--- src/design/imh_ram.sv ---
module imh_ram #(
  parameter int unsigned WIDTH = 8,
  parameter int unsigned DEPTH = 16
) (
  input  logic                     clk_i,
  input  logic                     we_i,
  input  logic [$clog2(DEPTH)-1:0] waddr_i,
  input  logic [WIDTH-1:0]         wdata_i,
  input  logic [$clog2(DEPTH)-1:0] raddr_i,
  output logic [WIDTH-1:0]         rdata_o
);

  logic [WIDTH-1:0] mem_q [DEPTH];

  // One write port and one read port with a registered read.
  always_ff @(posedge clk_i) begin
    if (we_i) begin
      mem_q[waddr_i] <= wdata_i;
    end
    rdata_o <= mem_q[raddr_i];
  end

endmodule

--- config.mk ---
export PLATFORM = sky130hd
export DESIGN_NAME = imh_ram
export DESIGN_NICKNAME = d
export VERILOG_FILES = /design/src/design/imh_ram.sv
export SDC_FILE = /design/constraint.sdc
export NUM_CORES = 1
export LEC_CHECK = 0
export BUFFER_PORTS_ARGS = -buffer_cell sky130_fd_sc_hd__clkbuf_2
export CAP_MARGIN = 15
export CELL_PAD_IN_SITES_DETAIL_PLACEMENT = 0
export CELL_PAD_IN_SITES_GLOBAL_PLACEMENT = 1
export CORE_MARGIN = 1
export CORE_UTILIZATION = 53
export CTS_CLUSTER_DIAMETER = 30
export CTS_CLUSTER_SIZE = 30
export DETAILED_ROUTE_END_ITERATION = 10
export PLACE_DENSITY = 0.78
export SETUP_SLACK_MARGIN = 0.15
export SLEW_MARGIN = 0
export SYNTH_ARGS = -nofsm -noshare
export SYNTH_HDL_FRONTEND = slang
export SYNTH_SLANG_ARGS = --single-unit
--- constraint.sdc ---
create_clock -name clk_i -period 2.2 [get_ports clk_i]
set_input_delay 0.22 -clock clk_i [delete_from_list [all_inputs] [get_ports clk_i]]
set_output_delay 0.22 -clock clk_i [all_outputs]
set_load 0.005 [all_outputs]
==> results.txt, run 1 <==
----------------------------------------------------
[Clock network]
  Count of hold-fix buffers inserted at cts ... 0
  Clock latency on the worst-skew pair ... 0.51 ns
  Post_cts resized ... 0
  Number of buffers on the longest clock path ... 2
  Setup Fix Bufs, Post-CTS ... 0
  Clock-pin slew on the worst setup and hold paths ... 0.06 ns
  CTS tree ... built
  Number of clock sinks ... 136
  Clock tree root driver cell ... sky130_fd_sc_hd__clkbuf_8
  Depth of the CTS H-tree ... 4
  TritonCTS buffer count ... 17

[Synth]
  Post-Synthesis Net Count ... between 200 and 250
  Yosys cell types ... 19
  Biggest area consumer among synthesized cells ... sky130_fd_sc_hd__edfxtp_1
  Number of cells produced by synthesis ... 229
  Largest cells by area after synthesis ... sky130_fd_sc_hd__edfxtp_1 75%, sky130_fd_sc_hd__mux4_2 7.9%, sky130_fd_sc_hd__mux4_1 7.1%
  Count of state elements after synthesis ... 136
  Share of Yosys cell area claimed by the top area cell type ... 74.67%
  Count of synthesis-stage warnings from yosys ... 0
  Share of the yosys chip area belonging to registers ... just under 80%
  Post-synthesis average cell area ... around 22 um^2
  Async set or reset register ratio after synthesis ... 0%
  Most common library cells after synthesis ... 128 x sky130_fd_sc_hd__edfxtp_1, 18 x sky130_fd_sc_hd__mux4_2, 16 x sky130_fd_sc_hd__a22oi_1
  Number of flops mapped to enable cells by yosys ... 128
  Leading register cell type out of synthesis ... sky130_fd_sc_hd__edfxtp_1
  Most used standard cell by instance count after synthesis ... sky130_fd_sc_hd__edfxtp_1
  Post-synth design cell area ... between 5000 and 6000 um^2

[Floorplanning]
  Die Y ... 100.6 um
  Die extent in x ... 100.6 um
  Total Die Area ... 10110 um^2
  Starting density of the core ... 55.18%
  Core region area ... between 9000 and 10000 um^2
  Number of top-level pins ... 26
  Placement row count ... 35

[Timing]
  Final Max Slew Viols ... 0
  Setup repair after global routing missed its margin ... false
  Fmax ... between 700 and 800 MHz
  Smallest hold slack ... 0.1162 ns
  Slew headroom ... between 60 and 70%
  Final worst-path cycle share ... 62.21%
  Number of hold violations in the final report ... 0
  Post-layout min period ... between 1 and 1.5 ns
  Final setup fails ... 0
  Worst Clk Skew ... ~0.0042 ns
  Setup Total Neg Slack ... 0 ns
  Actual transition at the worst max-transition pin ... 0.4671 ns

[Status]
  Run status ... finished, final reports clean

[Critical path]
  Biggest fanout along the worst timing path ... 1
  Startpoint-to-endpoint class of the critical path ... register to register
  Termination of the worst setup path ... rdata_o[7]
  R2R depth ... 3
  Kind of capture point of the worst setup path ... register
  Critical path startpoint ... mem_q[10][7]
  Data required time of the worst path ... 2.58 ns
  Register-to-register setup slack ... a little over 0.8 ns
  Reg2reg end ... rdata_o[7]
  CP Launch Type ... register
  CP arrival ... 1.75 ns
  FF-to-FF Start ... mem_q[10][7]

[Cells and area]
  Growth of design area from synthesis to finish ... 17.11%
  Final #Nets ... 301
  Share of layout cells above drive strength 1 ... 31.42%
  Final cell utilization of the core ... 64.63%
  Fill cell total of the finished layout ... between 600 and 700
  Post-route cell area ... ~6000 um^2
  Number of antenna diodes ... 0

[Route]
  Via count ... 2460
  Sum of routed wire length over all layers ... 9469 um
  Via-to-Cell Ratio ... 5.788
  First-pass iteration count of the detailed router ... 5
  Detail-routed net length per standard cell ... 22.28 um
  DRC violations left ... 0
  Number of DRC violations after detailed-routing iteration 0 ... 184
  Antenna-violating nets left ... 0

[GRT]
  Via count of the first global-routing pass ... 2563
  Antenna violations before repair ... 0
  Maximum number of pins on one net before global-route repair ... 33
  Aggregate global routing overflow ... 0
  Wire length of the first global-routing pass ... between 10000 and 15000 um
  Tot GR Track Use ... 21.33%

[Power and ir drop]
  Share of total power in the clock network ... a little over two fifths
  Worst IR drop on VDD ... ~0.49 mV
  Internal power ... 0.004381 W
  Sw power ... 0.001163 W
  Switch share ... 20.98%
  Total power density per cell area ... roughly 920 nW/um^2
  Sequential group share of total power ... 52.6%
  Proportion of power drawn by combinational gates ... under 10%
  Total Power Consumption ... 0.005544 W
  Leak Pwr ... 2.050 nW

[Placement]
  GPL Wtd Cong ... 0.7324
  Placed wire-length estimate after detailed placement ... 6078 um
  Cell area after placement ... about 5500 um^2
  Number of input and output port buffers inserted ... 25

[Hold path]
  Hold Crit Class ... input pin to register

[Job]
  Number of max-cap violations ... 0

----------------------------------------------------
==> final cells by class <==
| type | instances | area [um^2] | share of cell area (%) |
|---|---|---|---|
| Clock buffer | 19 | 421.7 | 6.995 |
| Clock inverter | 13 | 83.83 | 1.391 |
| Multi-Input combinational cell | 83 | 1057 | 17.54 |
| Sequential cell | 136 | 4004 | 66.42 |
| Tap cell | 129 | 161.4 | 2.677 |
| Timing Repair Buffer | 45 | 300.3 | 4.981 |
==> per-layer routing <==
layer | routed length (um) | global-route usage [%]
met1 | 4076 | 29.55
met2 | 4542 | 32.35
met3 | 664 | 6.519
met4 | 186 | 8.027
met5 | 0 | 0
==> registers in the layout, indices dropped and copies added (netlist names) <==
| signal | cells |
|---|---|
| mem_q | 128 |
| rdata_o | 8 |
==> metrics by stage <==
stage | cells | setup WS [ns]
5_1_grt | 425 | 0.7782
2_1_floorplan | 229 | 0.4871
3_3_place_gp | 393 | 0.5459
3_5_place_dp | 393 | 0.4937
4_1_cts | 425 | 0.8233
6_report | 425 | 0.8314
==> cells by family after synthesis <==
group	count (synthesis)	share of synthesized area, %
buffers and inverters	10	1.677
multiplexers	32	15.02
AO/OA/AOI/OAI	16	2.334
AND/OR/NAND/NOR	35	3.184
flip-flops	136	77.78
==> power groups by stage <==
stage	clock network [W]	logic (W)	registers (W)
3_3_place_gp	0	0.000258	0.00297
6_report	0.00236	0.000263	0.00292
3_5_place_dp	0	0.000267	0.00297
4_1_cts	0.00240	0.000267	0.00292
2_1_floorplan	0	0.000147	0.00296
5_1_grt	0.00251	0.000288	0.00292
==> critical path: stages, from the launching register on <==
cell and delay [ns]:
sky130_fd_sc_hd__edfxtp_1 0.36, sky130_fd_sc_hd__mux4_2 0.46, sky130_fd_sc_hd__a22oi_1 0.30, sky130_fd_sc_hd__nand2_1 0.12
==> worst min path at each step <==
| stage | from | to | slack [ns] | depth (start not counted) |
|---|---|---|---|---|
| final | wdata_i[4] | mem_q[6][4] | 0.12 | 1 |
| after global routing | wdata_i[1] | mem_q[15][1] | 0.12 | 1 |
| after CTS | wdata_i[1] | mem_q[5][1] | 0.1 | 1 |
| after detailed placement | rdata_o[5] | rdata_o[5] | 0.59 | 1 |
| after global placement | rdata_o[5] | rdata_o[5] | 0.59 | 1 |
| after floorplan | wdata_i[0] | mem_q[0][0] | 0.32 | 0 |
==> placed cells by master, fill, tap and decap left out <==
master	instances
sky130_fd_sc_hd__and2b_1	1
sky130_fd_sc_hd__nor3_1	4
sky130_fd_sc_hd__clkinvlp_4	5
sky130_fd_sc_hd__mux4_1	14
sky130_fd_sc_hd__clkbuf_8	1
sky130_fd_sc_hd__nand3_1	1
sky130_fd_sc_hd__clkinv_1	1
sky130_fd_sc_hd__buf_4	18
sky130_fd_sc_hd__nor2_1	13
sky130_fd_sc_hd__nand3b_1	2
sky130_fd_sc_hd__nand2_1	9
sky130_fd_sc_hd__clkbuf_1	2
sky130_fd_sc_hd__buf_12	2
sky130_fd_sc_hd__dfxtp_1	8
sky130_fd_sc_hd__and2_1	1
sky130_fd_sc_hd__or3b_2	1
sky130_fd_sc_hd__clkbuf_16	16
sky130_fd_sc_hd__nand2b_1	2
sky130_fd_sc_hd__clkinv_2	5
sky130_fd_sc_hd__mux4_2	18
sky130_fd_sc_hd__clkbuf_2	25
sky130_fd_sc_hd__clkinv_4	2
sky130_fd_sc_hd__nor2b_1	1
sky130_fd_sc_hd__a22oi_1	16
sky130_fd_sc_hd__edfxtp_1	128
No activity file was read; power rests on OpenSTA's default activity.
==> inputs of run 2 (changes only) <==
Settings changed: CORE_UTILIZATION 53 to 48, PLACE_DENSITY 0.78 to 0.74.
Clock period 2.2 ns to 1.2 ns, I/O delays scaled along.
==> run 2 against run 1 <==
Compared with the run above: the flow now finishes with violations (negative setup slack); worst hold slack got worse by 0.089 ns; global-route usage fell by 1.2 points; non-clock buffer count rose by 16; via count increased by 0.33%; utilization is 3.3 points lower; clock power up 100%; cell count up 5.6%; sequential share of layout area is 3.4 points lower; register-to-register slack worse by 0.93 ns; worst setup slack got worse by 0.93 ns; die area up 10%; largest cell class unchanged.
==> results.txt, run 2 (synthesis results as in run 1) <==
----------------------------------------------------
[Timing]
  Setup repair after global routing missed its margin ... true (was false)
  Actual transition at the worst max-transition pin ... 1.070 ns (was 0.4671 ns)
  Post-layout min period ... 1.294 ns (was 1.369 ns)
  Smallest hold slack ... 0.02753 ns (was 0.1162 ns)
  Final setup fails ... 8 (was 0)
  Worst Clk Skew ... 0.009352 ns (was 0.004182 ns)
  Setup ws final ... -0.09391 ns (was 0.8314 ns)
  Fmax ... 772.9 MHz (was 730.7 MHz)
  Final Max Slew Viols ... 0 (unchanged)
  Setup Total Neg Slack ... -0.3922 ns (was 0 ns)
  Number of hold violations in the final report ... 0 (unchanged)
  Slew headroom ... 28.43% (was 68.86%)
  Final worst-path cycle share ... 107.8% (was 62.21%)

[Cells and area]
  Post-route cell area ... 6361 um^2 (was 6028 um^2)
  Final #Nets ... 317 (was 301)
  Final cell utilization of the core ... 61.34% (was 64.63%)
  Share of layout cells above drive strength 1 ... 48.72% (was 31.42%)
  Most used cells in the layout excluding fill and tap cells ... 128 x sky130_fd_sc_hd__edfxtp_1, 32 x sky130_fd_sc_hd__mux4_2, 27 x sky130_fd_sc_hd__buf_4 (was 128 x sky130_fd_sc_hd__edfxtp_1, 25 x sky130_fd_sc_hd__clkbuf_2, 18 x sky130_fd_sc_hd__mux4_2, 18 x sky130_fd_sc_hd__buf_4)
  Top flop regs ... mem_q x128, rdata_o x8 (unchanged)
  Growth of design area from synthesis to finish ... 23.58% (was 17.11%)
  Leading cell type in the layout, fill and taps excluded ... sky130_fd_sc_hd__edfxtp_1 (unchanged)
  Max FFs per register ... 128 (unchanged)
  Fill cell total of the finished layout ... 728 (was 634)
  Register with the most flip-flops ... mem_q (unchanged)

[Clock network]
  Number of clock sinks ... 136 (unchanged)
  Depth of the CTS H-tree ... 4 (unchanged)
  Clock tree root driver cell ... sky130_fd_sc_hd__clkbuf_8 (unchanged)
  CTS tree ... built (unchanged)
  Number of buffers on the longest clock path ... 2 (unchanged)
  Count of hold-fix buffers inserted at cts ... 0 (unchanged)
  TritonCTS buffer count ... 17 (unchanged)
  Clock latency on the worst-skew pair ... 0.51 ns (about the same)
  Clock-pin slew on the worst setup and hold paths ... 0.06 ns (about the same)

[Route]
  Number of DRC violations after detailed-routing iteration 0 ... 192 (was 184)
  Antenna-violating nets left ... 0 (unchanged)
  Sum of routed wire length over all layers ... 10020 um (was 9469 um)
  DRC violations left ... 0 (unchanged)
  First-pass iteration count of the detailed router ... 5 (unchanged)
  Via-to-Cell Ratio ... 5.497 (was 5.788)
  Detail-routed net length per standard cell ... 22.32 um (was 22.28 um)
  Via count ... 2468 (was 2460)

[GRT]
  Tot GR Track Use ... 20.09% (was 21.33%)
  Antenna violations before repair ... 1 (was 0)
  Maximum number of pins on one net before global-route repair ... 22 (was 33)
  Aggregate global routing overflow ... 0 (unchanged)
  Via count of the first global-routing pass ... 2688 (was 2563)
  Wire length of the first global-routing pass ... 15440 um (was 14550 um)

[Power and ir drop]
  Total Power Consumption ... 0.01065 W (was 0.005544 W)
  Worst IR drop on VDD ... 0.8783 mV (was 0.4851 mV)
  Total power density per cell area ... 1674 nW/um^2 (was 919.7 nW/um^2)
  Leak Pwr ... 2.138 nW (was 2.050 nW)

[Floorplanning]
  Starting density of the core ... 49.64% (was 55.18%)
  Die Y ... 105.6 um (was 100.6 um)
  Placement row count ... 37 (was 35)
  Number of top-level pins ... 26 (unchanged)
  Total Die Area ... 11140 um^2 (was 10110 um^2)
  Core region area ... 10370 um^2 (was 9328 um^2)
  Die extent in x ... 105.6 um (was 100.6 um)

[Placement]
  Placed wire-length estimate after detailed placement ... 6604 um (was 6078 um)
  GPL Wtd Cong ... 0.7288 (was 0.7324)
  Cell area after placement ... 5759 um^2 (was 5523 um^2)
  Number of input and output port buffers inserted ... 25 (unchanged)

[Status]
  Run status ... finished, violations left (was finished, final reports clean)
  Violated checks ... negative setup slack

[Critical path]
  CP Launch Type ... register (unchanged)
  Data required time of the worst path ... 1.60 ns (was 2.58 ns)
  Longest individual stage delay on the worst path ... 0.53 ns (was 0.46 ns)
  Biggest fanout along the worst timing path ... 1 (unchanged)
  Cell-by-cell listing of the critical path ... mux4_2, a22oi_2, nand2_1 (was mux4_2, a22oi_1, nand2_1)
  CP arrival ... 1.69 ns (was 1.75 ns)
  Kind of capture point of the worst setup path ... register (unchanged)
  Startpoint-to-endpoint class of the critical path ... register to register (unchanged)
  Slowest CP cell ... sky130_fd_sc_hd__mux4_2 (unchanged)

[Hold path]
  Hold Crit Class ... input pin to register (unchanged)

[Job]
  Number of max-cap violations ... 0 (unchanged)

----------------------------------------------------
==> run 2: changes by cell type in the layout (fill, tap and decap cells not counted), moves of 9 or more <==
cell | before | now
sky130_fd_sc_hd__a22oi_2 | 0 | 9
sky130_fd_sc_hd__mux4_2 | 18 | 32
sky130_fd_sc_hd__nor2_1 | 13 | 4
sky130_fd_sc_hd__a22oi_1 | 16 | 7
sky130_fd_sc_hd__buf_4 | 18 | 27
sky130_fd_sc_hd__mux4_1 | 14 | 0
==> run 2: what timing repair did <==
| action | CTS | global route |
|---|---|---|
| gates resized for setup | 11 | 9 |
| setup endpoints to repair | 16 | 16 |
| pin swaps | 0 | 3 |
| cloned | 0 | 0 |
| buffers inserted | 0 | 0 |
==> run 2: layout make-up <==
class / instances / area, um^2 / share of cell area, %
clock buffers: 19 / 421.7 / 6.629
multi-input cells: 83 / 1119 / 17.58
clock inverters: 13 / 122.6 / 1.928
flip-flops and latches: 136 / 4011 / 63.06
diodes: 1 / 2.502 / 0.03934
well taps: 136 / 170.2 / 2.675
repair buffers: 61 / 514.2 / 8.084
==> run 2: path summary, 6_finish.rpt <==
check / from / endpoint / slack, ns / cells after the start
setup / recovery: mem_q[14][6] / rdata_o[6] / -0.09 / 3
hold / removal: wdata_i[0] / mem_q[4][0] / 0.03 / 1
setup reg to reg: mem_q[14][6] / rdata_o[6] / -0.09 / 3
hold reg to reg: mem_q[14][2] / rdata_o[2] / 0.68 / 3
==> run 2: power breakdown <==
| group | leakage, nW | switching [W] | total [W] | internal, W |
|---|---|---|---|---|
| logic | 0.653 | 0.000305 | 0.000581 | 0.000275 |
| clock network | 0.261 | 0.00194 | 0.00471 | 0.00277 |
| registers | 1.22 | 0.0000405 | 0.00536 | 0.00532 |
| total | 2.14 | 0.00229 | 0.0106 | 0.00836 |
==> run 2: critical path: cells and delay by family (launching register included) <==
kind / cells / cell delay (ns)
flops: 1 / 0.42
mux: 1 / 0.53
compound gates: 1 / 0.16
simple gates: 1 / 0.07
==> run 2: per-stage QoR <==
step | worst slack [ns] | std cells
4_1_cts | -0.07676 | 448
6_report | -0.09391 | 449
5_1_grt | -0.1039 | 449
3_5_place_dp | -0.3471 | 416
2_1_floorplan | -0.02301 | 229
3_3_place_gp | -0.3511 | 416
==> run 2: routing by layer <==
layer	GRT usage, %	share of wire (%)	up-vias
met2	32.19	52	90
li1	-	-	1103
met5	0	0	-
met4	7.143	1.8	0
met1	26.40	40	1259
met3	5.999	6.3	16
